File: config.mk
export PLATFORM = sky130hd
export DESIGN_NAME = trng_sample_qualifier_unit_flat
export DESIGN_NICKNAME = d
export VERILOG_FILES = /design/src/hw/rtl/tsq_pkg.sv /design/src/hw/rtl/tsq_if.sv /design/src/hw/rtl/trng_sample_qualifier_unit.sv /design/src/hw/rtl/tsq_front.sv /design/src/hw/rtl/tsq_queue.sv /design/src/hw/rtl/tsq_back.sv /design/src/flat_wrapper.sv
export SDC_FILE = /design/constraint.sdc
export NUM_CORES = 1
export LEC_CHECK = 0
export BUFFER_PORTS_ARGS = -buffer_cell sky130_fd_sc_hd__buf_2
export CAP_MARGIN = 20
export CORE_AREA = 2 2 133 135
export DETAILED_ROUTE_END_ITERATION = 8
export DIE_AREA = 0 0 135 137
export PLACE_DENSITY = 0.77
export SLEW_MARGIN = 20
export SYNTH_ARGS = -nofsm -noshare
export SYNTH_HDL_FRONTEND = slang
export SYNTH_SLANG_ARGS = --single-unit
File: constraint.sdc
create_clock -name clk -period 8.1 [get_ports clk]
set_input_delay 1.215 -clock clk [delete_from_list [all_inputs] [get_ports clk]]
set_output_delay 1.215 -clock clk [all_outputs]
set_load 0.05 [all_outputs]
File: src/hw/rtl/tsq_pkg.sv
// Shared types and constants for the TRNG sample qualifier.
// No dependencies; every other file of the block imports this package.
`default_nettype none

package tsq_pkg;

    localparam int WORD_W     = 32;
    localparam int POLL_W     = 20;
    localparam int RECOVERY_W = 4;
    localparam int APB_ADDR_W = 3;
    localparam int APB_DATA_W = 32;
    localparam int QUEUE_DEPTH = 2;
    localparam int QUEUE_PTR_W = 1;
    localparam int QUEUE_CNT_W = 2;

    localparam logic [POLL_W-1:0]     MAX_POLLS_RESET      = 20'd480000;
    localparam logic [RECOVERY_W-1:0] MAX_RECOVERIES_RESET = 4'd3;

    localparam logic REG_MAX_POLLS      = 1'b0;
    localparam logic REG_MAX_RECOVERIES = 1'b1;

    typedef enum logic [1:0] {
        OUT_PENDING   = 2'd0,
        OUT_DELIVERED = 2'd1,
        OUT_FAILED    = 2'd2,
        OUT_IDLE      = 2'd3
    } outcome_t;

    typedef struct packed {
        logic              first;
        logic              seed_err_before;
        logic              clock_err;
        logic              ready_req;
        logic [WORD_W-1:0] word;
        logic              seed_err_after_read;
        logic              seed_err_after_flush;
    } in_item_t;

    typedef struct packed {
        outcome_t          outcome;
        logic [WORD_W-1:0] sample;
        logic              clear_clock_err;
        logic              flush_request;
    } out_item_t;

    typedef struct packed {
        logic              first;
        logic              seed_err;
        logic              clock_err;
        logic              ready_req;
        logic [WORD_W-1:0] word;
        logic              seed_err_after_flush;
    } poll_t;

    typedef struct packed {
        logic push;
        logic full;
        logic pop;
        logic not_empty;
    } queue_ctrl_t;

endpackage

`default_nettype wire

File: src/hw/rtl/tsq_if.sv
// Valid/ready channel interfaces for the poll input and the result output.
// Depends on tsq_pkg for the payload types.
`default_nettype none

interface tsq_in_if
    import tsq_pkg::*;
();
    logic     valid;
    logic     ready;
    in_item_t item;

    modport source (output valid, output item, input ready);
    modport sink   (input valid, input item, output ready);
endinterface

interface tsq_out_if
    import tsq_pkg::*;
();
    logic      valid;
    logic      ready;
    out_item_t item;

    modport source (output valid, output item, input ready);
    modport sink   (input valid, input item, output ready);
endinterface

`default_nettype wire

File: src/hw/rtl/trng_sample_qualifier_unit.sv
// Sustained rate is one poll transaction per clock cycle while the output
// side does not stall. Each poll gives exactly one result transaction, which
// passes the queue and the result register before it is offered. The back
// end's update of the request state per poll (recovery and poll counters,
// the 32-bit compare against the last delivered word) sets that rate; a
// two-entry queue between front and back end and the result register let
// either side stall without stopping the other. The user must write the
// budgets via APB only while no poll is in flight; the block does not enforce it.
//
// Top level of the TRNG sample qualifier: APB register file, front end,
// queue and back end. Depends on tsq_pkg, tsq_if and the tsq_* modules.
`default_nettype none

module trng_sample_qualifier_unit
    import tsq_pkg::*;
(
    input  wire logic                  clk,
    input  wire logic                  rst_n,
    input  wire logic                  psel,
    input  wire logic                  penable,
    input  wire logic                  pwrite,
    input  wire logic [APB_ADDR_W-1:0] paddr,
    input  wire logic [APB_DATA_W-1:0] pwdata,
    output logic      [APB_DATA_W-1:0] prdata,
    output logic                       pready,
    tsq_in_if.sink                     in_ch,
    tsq_out_if.source                  out_ch
);

    logic [POLL_W-1:0]     max_polls_reg;
    logic [RECOVERY_W-1:0] max_recoveries_reg;
    logic                  wr_en;
    queue_ctrl_t           qctl;
    poll_t                 front_poll;
    poll_t                 head_poll;

    assign pready = 1'b1;
    assign wr_en  = psel && penable && pwrite;

    always_comb
    begin
        case (paddr[2])
            REG_MAX_POLLS:      prdata = APB_DATA_W'(max_polls_reg);
            REG_MAX_RECOVERIES: prdata = APB_DATA_W'(max_recoveries_reg);
            default:            prdata = '0;
        endcase
    end

    always_ff @(posedge clk or negedge rst_n)
    begin
        if (!rst_n)
        begin
            max_polls_reg      <= MAX_POLLS_RESET;
            max_recoveries_reg <= MAX_RECOVERIES_RESET;
        end
        else if (wr_en)
        begin
            case (paddr[2])
                REG_MAX_POLLS:      max_polls_reg      <= pwdata[POLL_W-1:0];
                REG_MAX_RECOVERIES: max_recoveries_reg <= pwdata[RECOVERY_W-1:0];
                default:            max_polls_reg      <= max_polls_reg;
            endcase
        end
    end

    tsq_front u_front (
        .in_ch      (in_ch),
        .queue_full (qctl.full),
        .push       (qctl.push),
        .poll       (front_poll)
    );

    tsq_queue u_queue (
        .clk       (clk),
        .rst_n     (rst_n),
        .push      (qctl.push),
        .push_poll (front_poll),
        .pop       (qctl.pop),
        .full      (qctl.full),
        .not_empty (qctl.not_empty),
        .head      (head_poll)
    );

    tsq_back u_back (
        .clk            (clk),
        .rst_n          (rst_n),
        .max_polls      (max_polls_reg),
        .max_recoveries (max_recoveries_reg),
        .poll_valid     (qctl.not_empty),
        .poll           (head_poll),
        .pop            (qctl.pop),
        .out_ch         (out_ch)
    );

endmodule

`default_nettype wire

File: src/hw/rtl/tsq_front.sv
// Front end: accepts poll transactions and classifies each into a queue entry.
// Depends on tsq_pkg and tsq_in_if.
`default_nettype none

module tsq_front
    import tsq_pkg::*;
(
    tsq_in_if.sink     in_ch,
    input  wire logic  queue_full,
    output logic       push,
    output poll_t      poll
);

    logic word_zero;

    assign word_zero   = (in_ch.item.word == '0);
    assign in_ch.ready = !queue_full;
    assign push        = in_ch.valid && !queue_full;

    always_comb
    begin
        poll.first                = in_ch.item.first;
        poll.seed_err             = in_ch.item.seed_err_before
                                    || (in_ch.item.ready_req
                                        && (word_zero || in_ch.item.seed_err_after_read));
        poll.clock_err            = in_ch.item.clock_err;
        poll.ready_req            = in_ch.item.ready_req;
        poll.word                 = in_ch.item.word;
        poll.seed_err_after_flush = in_ch.item.seed_err_after_flush;
    end

endmodule

`default_nettype wire

File: src/hw/rtl/tsq_queue.sv
// Two-entry queue of classified polls between the front and back ends.
// Depends on tsq_pkg.
`default_nettype none

module tsq_queue
    import tsq_pkg::*;
(
    input  wire logic  clk,
    input  wire logic  rst_n,
    input  wire logic  push,
    input  wire poll_t push_poll,
    input  wire logic  pop,
    output logic       full,
    output logic       not_empty,
    output poll_t      head
);

    poll_t                  mem [QUEUE_DEPTH];
    logic [QUEUE_PTR_W-1:0] wr_ptr_reg;
    logic [QUEUE_PTR_W-1:0] wr_ptr_next;
    logic [QUEUE_PTR_W-1:0] rd_ptr_reg;
    logic [QUEUE_PTR_W-1:0] rd_ptr_next;
    logic [QUEUE_CNT_W-1:0] count_reg;
    logic [QUEUE_CNT_W-1:0] count_next;
    logic                   do_push;
    logic                   do_pop;

    assign full      = (count_reg == QUEUE_CNT_W'(QUEUE_DEPTH));
    assign not_empty = (count_reg != '0);
    assign head      = mem[rd_ptr_reg];
    assign do_push   = push && !full;
    assign do_pop    = pop && not_empty;

    always_comb
    begin
        wr_ptr_next = do_push ? wr_ptr_reg + 1'b1 : wr_ptr_reg;
        rd_ptr_next = do_pop ? rd_ptr_reg + 1'b1 : rd_ptr_reg;
        count_next  = count_reg;
        if (do_push && !do_pop)
        begin
            count_next = count_reg + 1'b1;
        end
        else if (do_pop && !do_push)
        begin
            count_next = count_reg - 1'b1;
        end
    end

    always_ff @(posedge clk)
    begin
        if (do_push)
        begin
            mem[wr_ptr_reg] <= push_poll;
        end
    end

    always_ff @(posedge clk or negedge rst_n)
    begin
        if (!rst_n)
        begin
            wr_ptr_reg <= '0;
            rd_ptr_reg <= '0;
            count_reg  <= '0;
        end
        else
        begin
            wr_ptr_reg <= wr_ptr_next;
            rd_ptr_reg <= rd_ptr_next;
            count_reg  <= count_next;
        end
    end

    a_no_overflow: assert property (@(posedge clk) disable iff (!rst_n)
        count_reg <= QUEUE_CNT_W'(QUEUE_DEPTH))
        else $error("queue count beyond depth");

    a_count_tracks: assert property (@(posedge clk) disable iff (!rst_n)
        do_push && !do_pop |=> count_reg == $past(count_reg) + 1'b1)
        else $error("queue count lost a push");

    a_ptr_gap: assert property (@(posedge clk) disable iff (!rst_n)
        (count_reg == '0 || count_reg == QUEUE_CNT_W'(QUEUE_DEPTH))
        |-> wr_ptr_reg == rd_ptr_reg)
        else $error("queue pointers disagree with count");

endmodule

`default_nettype wire

File: src/hw/rtl/tsq_back.sv
// Back end: request state, recovery and poll budgets, continuous test and
// the registered result stage. Depends on tsq_pkg and tsq_out_if.
`default_nettype none

module tsq_back
    import tsq_pkg::*;
(
    input  wire logic                  clk,
    input  wire logic                  rst_n,
    input  wire logic [POLL_W-1:0]     max_polls,
    input  wire logic [RECOVERY_W-1:0] max_recoveries,
    input  wire logic                  poll_valid,
    input  wire poll_t                 poll,
    output logic                       pop,
    tsq_out_if.source                  out_ch
);

    logic [WORD_W-1:0]     last_word_reg;
    logic [WORD_W-1:0]     last_word_next;
    logic [POLL_W-1:0]     poll_count_reg;
    logic [POLL_W-1:0]     poll_count_next;
    logic [RECOVERY_W-1:0] recovery_count_reg;
    logic [RECOVERY_W-1:0] recovery_count_next;
    logic                  active_reg;
    logic                  active_next;
    logic                  out_valid_reg;
    logic                  out_valid_next;
    out_item_t             out_item_reg;
    out_item_t             result;

    logic                  act;
    logic [POLL_W-1:0]     pc;
    logic [RECOVERY_W-1:0] rc;
    logic [RECOVERY_W-1:0] rc_inc;
    logic [POLL_W:0]       pc_inc;
    logic [POLL_W:0]       limit;
    logic                  fail;
    logic                  delivered;

    assign pop          = poll_valid && (!out_valid_reg || out_ch.ready);
    assign out_ch.valid = out_valid_reg;
    assign out_ch.item  = out_item_reg;

    assign act    = poll.first || active_reg;
    assign pc     = poll.first ? '0 : poll_count_reg;
    assign rc     = poll.first ? '0 : recovery_count_reg;
    assign rc_inc = rc + 1'b1;
    assign pc_inc = {1'b0, pc} + 1'b1;
    assign limit  = (max_polls == '0) ? (POLL_W+1)'(1) : {1'b0, max_polls};

    always_comb
    begin
        last_word_next         = last_word_reg;
        poll_count_next        = pc;
        recovery_count_next    = rc;
        active_next            = act;
        fail                   = 1'b0;
        delivered              = 1'b0;
        result.outcome         = OUT_PENDING;
        result.sample          = '0;
        result.clear_clock_err = poll.clock_err;
        result.flush_request   = 1'b0;

        if (!act)
        begin
            result.outcome         = OUT_IDLE;
            result.clear_clock_err = 1'b0;
        end
        else
        begin
            if (poll.seed_err)
            begin
                if (rc >= max_recoveries)
                begin
                    fail = 1'b1;
                end
                else
                begin
                    recovery_count_next  = rc_inc;
                    result.flush_request = 1'b1;
                    if (poll.seed_err_after_flush && (rc_inc >= max_recoveries))
                    begin
                        fail = 1'b1;
                    end
                end
            end
            else if (poll.ready_req && (poll.word != last_word_reg))
            begin
                delivered      = 1'b1;
                last_word_next = poll.word;
                result.sample  = poll.word;
                result.outcome = OUT_DELIVERED;
                active_next    = 1'b0;
            end

            if (!delivered && !fail)
            begin
                if (pc_inc >= limit)
                begin
                    fail = 1'b1;
                end
                else
                begin
                    poll_count_next = pc_inc[POLL_W-1:0];
                end
            end

            if (fail)
            begin
                result.outcome = OUT_FAILED;
                active_next    = 1'b0;
            end
        end
    end

    always_comb
    begin
        out_valid_next = out_valid_reg;
        if (pop)
        begin
            out_valid_next = 1'b1;
        end
        else if (out_ch.ready)
        begin
            out_valid_next = 1'b0;
        end
    end

    always_ff @(posedge clk)
    begin
        if (pop)
        begin
            out_item_reg <= result;
        end
    end

    always_ff @(posedge clk or negedge rst_n)
    begin
        if (!rst_n)
        begin
            last_word_reg      <= '0;
            poll_count_reg     <= '0;
            recovery_count_reg <= '0;
            active_reg         <= 1'b0;
            out_valid_reg      <= 1'b0;
        end
        else
        begin
            out_valid_reg <= out_valid_next;
            if (pop)
            begin
                last_word_reg      <= last_word_next;
                poll_count_reg     <= poll_count_next;
                recovery_count_reg <= recovery_count_next;
                active_reg         <= active_next;
            end
        end
    end

    a_idle_quiet: assert property (@(posedge clk) disable iff (!rst_n)
        out_valid_reg && out_item_reg.outcome == OUT_IDLE
        |-> out_item_reg.sample == '0 && !out_item_reg.flush_request
            && !out_item_reg.clear_clock_err)
        else $error("idle result carries data");

    a_sample_only_delivered: assert property (@(posedge clk) disable iff (!rst_n)
        out_valid_reg && out_item_reg.outcome != OUT_DELIVERED
        |-> out_item_reg.sample == '0)
        else $error("sample set without delivery");

    a_deliver_ends_request: assert property (@(posedge clk) disable iff (!rst_n)
        pop && delivered |=> !active_reg && last_word_reg == $past(poll.word))
        else $error("delivery did not close the request");

    a_no_flush_on_delivery: assert property (@(posedge clk) disable iff (!rst_n)
        out_valid_reg && out_item_reg.flush_request
        |-> out_item_reg.outcome != OUT_DELIVERED)
        else $error("flush requested with a delivered sample");

endmodule

`default_nettype wire
File: src/flat_wrapper.sv
// flat-port wrapper written by rule: the top's interface ports become plain ports
module trng_sample_qualifier_unit_flat import tsq_pkg::*;
  (clk, rst_n, psel, penable, pwrite, paddr, pwdata, prdata, pready, in_ch_valid, in_ch_item, in_ch_ready, out_ch_valid, out_ch_item, out_ch_ready);
  tsq_in_if in_ch_i ();
  tsq_out_if out_ch_i ();
  input  wire logic clk;
  input  wire logic rst_n;
  input  wire logic psel;
  input  wire logic penable;
  input  wire logic pwrite;
  input  wire logic [APB_ADDR_W-1:0] paddr;
  input  wire logic [APB_DATA_W-1:0] pwdata;
  output logic      [APB_DATA_W-1:0] prdata;
  output logic pready;
  input wire logic [$bits(in_ch_i.valid)-1:0] in_ch_valid;
  input wire logic [$bits(in_ch_i.item)-1:0] in_ch_item;
  output wire logic [$bits(in_ch_i.ready)-1:0] in_ch_ready;
  output wire logic [$bits(out_ch_i.valid)-1:0] out_ch_valid;
  output wire logic [$bits(out_ch_i.item)-1:0] out_ch_item;
  input wire logic [$bits(out_ch_i.ready)-1:0] out_ch_ready;
  assign in_ch_i.valid = in_ch_valid;
  assign in_ch_i.item = in_ch_item;
  assign in_ch_ready = in_ch_i.ready;
  assign out_ch_valid = out_ch_i.valid;
  assign out_ch_item = out_ch_i.item;
  assign out_ch_i.ready = out_ch_ready;
  trng_sample_qualifier_unit u_core (.clk(clk), .rst_n(rst_n), .psel(psel), .penable(penable), .pwrite(pwrite), .paddr(paddr), .pwdata(pwdata), .prdata(prdata), .pready(pready), .in_ch(in_ch_i), .out_ch(out_ch_i));
endmodule
Word level (Yosys, flattened, before mapping)

Memories as Yosys holds them, arrays and structs flattened.
Cells that the tools add are included.

Bits in latches: 0
Register bits after elaboration: 122
Bits in writable memories: 74
Output and inout port bits: 71
ROM bits: 0
Input port bits: 80
Memories kept: 1

Memory list:

| memory             | depth | bits a word | rd ports | clocked after memory_dff | write ports | RTL line        | text |
|---|---|---|---|---|---|---|---|
| u_core.u_queue.mem | 2     | 37          | 1        | 0                        | 1           | tsq_queue.sv:18 | `poll_t mem [QUEUE_DEPTH];` |

Reductions and logical operators: 33
Bitwise operators: 4
Add/subtract/negate cells: 6
Shift operators: 0
Muxes and demuxes: 34
Equality and inequality tests: 2
Magnitude comparators: 3
Divide/modulo/power cells: 0
Multipliers: 0

Operators by type and width:

| operator                                      | number |
|---|---|
| 2-to-1 mux 20 bit                             | 5 |
| 2-to-1 mux 33 bit                             | 2 |
| one-hot mux 32 bit (2 select lines)           | 1 |
| zero test 32 bit                              | 1 |
| inequality test 32 bit                        | 1 |
| adder 20 x 1 -> 21 bit, second input constant | 1 |
| >= comparator 21 x 20 -> 1 bit                | 1 |
| zero test 20 bit                              | 1 |
| 2-to-1 mux 1 bit                              | 20 |
| 2-to-1 mux 4 bit                              | 4 |
| logical AND 1 bit                             | 12 |
| >= comparator 4 bit                           | 2 |
| zero test 1 bit                               | 6 |
| AND reduction 2 bit                           | 3 |
| nonzero test 2 bit                            | 3 |
| adder 4 x 1 -> 4 bit, second input constant   | 1 |
| logical OR 1 bit                              | 4 |
| 2-to-1 mux 2 bit                              | 2 |
| NOT 1 bit                                     | 4 |
| AND reduction 4 bit                           | 1 |
| OR reduction 3 bit                            | 1 |
| adder 1 bit, second input constant            | 2 |
| adder 2 x 1 -> 2 bit, second input constant   | 1 |
| == test 2 bit, second input constant          | 1 |
| 2 further kinds                               | 2 |

Depth between registers and ports, before layout

An unclocked memory read counts as a cell.

Depth in word-level cells: 15
Gate-level depth with buffers: 24

Modules after synthesis

From an unflattened synthesis, not the netlist that was laid out.

Cell total of the unflattened synthesis: 778
Area, all modules: 10033.4 um^2

Modules (own cells, without submodules):

| module                     | instances | cells an instance | area each (um^2) |
|---|---|---|---|
| tsq_back                   | 1         | 503               | 5442.7 |
| tsq_queue                  | 1         | 134               | 2952.8 |
| trng_sample_qualifier_unit | 1         | 89                | 1268.7 |
| tsq_front                  | 1         | 52                | 369.1 |

Least setup slack after synthesis

No wires, ideal clock.

Kind: register -> register
Start: register u_core.u_queue.rd_ptr_reg
End: register u_core.u_back.poll_count_reg[6]
Setup time: 121 ps
Data required time: 7979 ps
Arrival time: 4905 ps
Period minus slack after synthesis: 5026 ps
Slack: 3074 ps
Stages on the path, launching flop included: 24
Path through: dfrtp_1 > buf_6 > buf_12 > buf_8 > mux2i_1 > clkbuf_1 > and2_1 > ha_1 > nand4_1 > nor4_4 > and3_1 > nand3_1 > xor2_1 > nor2_1 > ha_1 > a21oi_1 > nor2b_1 > a311oi_1 > o21ai_1 > nor3b_2 > nand3_4 > a21o_1 > buf_2 > a22o_1

Cells in the longest elaborated chain, start to end: 13

Ends and longest elaborated chain:

| what                                                            | RTL line        | text |
|---|---|---|
| start, declared                                                 | tsq_queue.sv:21 | `logic [QUEUE_PTR_W-1:0] rd_ptr_reg;` |
| start signal, assigned                                          | tsq_queue.sv:68 | `rd_ptr_reg <= rd_ptr_next;` |
| memory (2 x 37 bit) (*)                                         | --              |  |
| branches (longest 11 deep; another with adder 20 x 1 -> 21 bit) | --              |  |
| 2-to-1 mux 20 bit (*)                                           | tsq_back.sv:64  | `if (!act)` |
| end signal, assigned                                            | tsq_back.sv:153 | `poll_count_reg <= poll_count_next;` |
| end, declared                                                   | tsq_back.sv:20  | `logic [POLL_W-1:0] poll_count_reg;` |

Every way passes the cells marked *. The select of a mux whose other input is x is not followed.
A chain may end at the register's enable or synchronous reset.

Worst setup path after layout

Start: register u_core.u_queue.rd_ptr_reg
End: register u_core.u_back.poll_count_reg[1]

The elaborated chain is that of the path after synthesis.

==> flow_metrics.env <==
export IMPL_cts_repair_resized=0
export IMPL_synth_top_area_share=0.3559
export IMPL_synth_area_leaders="edfxtp_1 (36%), dfrtp_1 (21%), xnor2_1 (4.2%), ha_1 (4.2%), mux2_2 (3.3%)"
export IMPL_crit_type="flop to flop"
export IMPL_cts_hold_buffers=0
export IMPL_synthTopCellsByCount="edfxtp_1 (110), nor2_1 (80), dfrtp_1 (77)"
export IMPL_timing_rr_end="u_core.u_back.poll_count_reg[1]$_DFFE_PN0P_"
export IMPL_drc=0
export IMPL_layout_nets=986
export IMPL_crit_fanout=19
export IMPL_vias=6036
export IMPL_slew_headroom=0.2886
export IMPL_worst_slew_pin_slew_ns=1.065
export IMPL_holdPathStages=2
export IMPL_run_status="complete, no violations"
export IMPL_hold_viol_final=0
export IMPL_power_leakage_nw=4.467
export IMPL_fmax_mhz=193.3
export IMPL_io_pins=151
export IMPL_fillCellCount=1358
export IMPL_drtPass1Iterations=7
export IMPL_vias_per_cell=5.423
export IMPL_antenna_found_initial=0
export IMPL_yosysMostFrequentCell="edfxtp_1"
export IMPL_regArea_sq_um=5468
export IMPL_synth_flop_cell="edfxtp_1"
export IMPL_io_buffer_count=123
export IMPL_crit_slowest_cell="and3_1"
export IMPL_multi_input_area_sq_um=3476
export IMPL_largest_reg_flops=74
export IMPL_syn_to_final_growth_pct=14.10
export IMPL_hp_start="u_core.u_back.last_word_reg[18]$_DFFE_PN0P_"
export IMPL_die_h_um=137
export IMPL_drv_slew=0
export IMPL_synth_area_per_cell_sq_um=12.26
export IMPL_routed_wl_um=18510
export IMPL_yosysTopAreaCell="edfxtp_1"
export IMPL_cts_tree="built"
export IMPL_crit_chain="mux2i_1 -> buf_4 -> and2_1 -> ha_1 -> nand4_1 -> nor4_4 -> and3_1 -> xnor2_1 -> ha_1 -> a221oi_1 -> o21ai_0 -> a211oi_1 -> o21ai_1 -> nor3b_2 -> and3_1 -> a22o_1"
export IMPL_hold_path_class="flop to flop"
export IMPL_gp_congestion=0.8423
export IMPL_cts_root_buf="clkbuf_16"
export IMPL_period_share=0.6388
export IMPL_cp_arrival_ns=5.55
export IMPL_synth_edf_count=110
export IMPL_core_area_sq_um=17060
export IMPL_syn_inst=757
export IMPL_synth_cell_area_sq_um=9280
export IMPL_grt_pass1_vias=5769
export IMPL_row_count=48
export IMPL_synth_cell_types=59
export IMPL_drt_iter0_drc=318
export IMPL_dpl_cell_count=1080
export IMPL_ys_seq_area_frac=0.5891
export IMPL_clkSlewWorstSetupHoldPaths_ns=0.08
export IMPL_cts_max_path_buffers=2
export IMPL_wl_per_cell_um=16.63
export IMPL_start_util=0.5441
export IMPL_powerDensity_nw_per_um2=369.2
export IMPL_slowest_delay_ns=0.67
export IMPL_r2r_cells=16
export IMPL_grt_util_all_layers=0.2074
export IMPL_setup_viol_count_final=0
export IMPL_fin_cells=1113
export IMPL_antenna_cells=0
export IMPL_clkSinkCount=196
export IMPL_overflow=0
export IMPL_whs_endpoint="u_core.u_back.last_word_reg[18]$_DFFE_PN0P_"
export IMPL_die_w_um=135
export IMPL_grt_setup_unrepaired="false"
export IMPL_ys_async_sr_fraction=0.4388
export IMPL_grt_pass1_wl_um=29180
export IMPL_critical_path_startpoint_type="flop"
export IMPL_yosysWarnings=0
export IMPL_drive_above_1_share=0.2556
export IMPL_r2r_start="u_core.u_queue.rd_ptr_reg$_DFFE_PN0P_"
export IMPL_grt_start_max_net_pins=65
export IMPL_tns_ns=0
export IMPL_htree_levels=4
export IMPL_fin_worst_skew_ns=0.009661
export IMPL_ir_worst_vdd_v=0.0002997
export IMPL_dieArea_sq_um=18500
export IMPL_worst_setup_path_end_kind="flop"
export IMPL_synth_seq_cells=196
export IMPL_period_needed_ns=5.174
export IMPL_maxCapViolCount=0
export IMPL_rrSetupSlack_ns=2.93
export IMPL_ant_nets=0
export IMPL_worstPathRequired_ns=8.48
export IMPL_dp_hpwl_um=13100
export IMPL_cts_buffers=17
export IMPL_cts_setup_buffers=0
export IMPL_clk_latency_ns=0.44
[how the worst max path moves through the flow]
stage | end | slack (ns) | start
final | u_core.u_back.poll_count_reg[1]$_DFFE_PN0P_ | 2.93 | u_core.u_queue.rd_ptr_reg$_DFFE_PN0P_
after CTS | u_core.u_back.poll_count_reg[16]$_DFFE_PN0P_ | 2.94 | u_core.u_queue.rd_ptr_reg$_DFFE_PN0P_
after global routing | u_core.u_back.poll_count_reg[16]$_DFFE_PN0P_ | 2.57 | u_core.u_queue.rd_ptr_reg$_DFFE_PN0P_
after floorplan | u_core.u_back.poll_count_reg[6]$_DFFE_PN0P_ | 3.07 | u_core.u_queue.rd_ptr_reg$_DFFE_PN0P_
after global placement | u_core.u_back.poll_count_reg[1]$_DFFE_PN0P_ | 3.08 | u_core.u_queue.rd_ptr_reg$_DFFE_PN0P_
after detailed placement | u_core.u_back.poll_count_reg[18]$_DFFE_PN0P_ | 3.05 | u_core.u_queue.rd_ptr_reg$_DFFE_PN0P_
[worst max-delay path: cells and delay by family (launching register included)]
family / cells / cell delay, ns
and+or+nand+nor: 6 / 2.38
xor gates and xnor gates: 1 / 0.18
DFF: 1 / 0.41
muxes: 1 / 0.19
AOI/OAI and AO/OA: 5 / 1.12
buffers and inverters: 1 / 0.25
adders and majority gates: 2 / 0.56
[power by group]
part           leakage [nW]  switching [mW]  total [mW]  internal, mW
Sequential             2.12           0.162        1.57          1.41
Clock                 0.283           0.406       0.818         0.412
Combinational          2.06            1.05        1.52         0.472
Total                  4.47            1.62        3.91          2.29
[cell families after synthesis]
kind of cell               share of synthesized area
and+or+nand+nor                               0.1234
DFF                                           0.5891
AOI/OAI and AO/OA                            0.06809
buffers and inverters                        0.04193
muxes                                        0.08116
xor gates and xnor gates                     0.05380
adders and majority gates                    0.04180
other                                      0.0008093
[routing by layer]
layer / vias up / wire length (um) / global-route usage / share of wire
met5: - / 0 / 0 / 0
met4: 0 / 230 / 0.06134 / 0.012
met3: 19 / 874 / 0.04704 / 0.047
met2: 157 / 8540 / 0.3125 / 0.46
met1: 2936 / 8863 / 0.3034 / 0.48
li1: 2924 / - / - / -
[cell type report]
| class | instances | share of cell area |
|---|---|---|
| clock buffers | 17 | 0.04017 |
| inverters | 30 | 0.01063 |
| multi-input cells | 500 | 0.3283 |
| flip-flops and latches | 196 | 0.5164 |
| well taps | 225 | 0.02659 |
| clock inverters | 15 | 0.01430 |
| repair buffers | 130 | 0.06369 |
[metrics by stage]
step | util | power (mW) | cell area (sq um) | worst slack (ns) | hold WS, ns
finish | 0.6208 | 3.909 | 10590 | 2.926 | 0.5013
floorplan | - | 2.767 | 9321 | 3.074 | 0.4608
global route | 0.6208 | 4.125 | 10590 | 2.567 | 0.5400
global placement | 0.5863 | 3.071 | 10000 | 3.085 | 0.4825
CTS | 0.6202 | 3.927 | 10580 | 2.939 | 0.5067
detailed placement | 0.5863 | 3.109 | 10000 | 3.052 | 0.4911
[cell usage in the layout, fill, tap and decap left out, types with 21 or more instances in the layout]
master / netlist / routed
ha_1: 31 / 31
edfxtp_1: 110 / 110
dfrtp_1: 77 / 76
xnor2_1: 45 / 45
mux2_2: 27 / 27
nor2_1: 80 / 79
nand3_1: 21 / 21
mux2i_1: 22 / 22
buf_2: 13 / 122
o21ai_0: 45 / 45
nand2_1: 62 / 62
inv_1: 29 / 29
(Power assumes the default switching activity.)
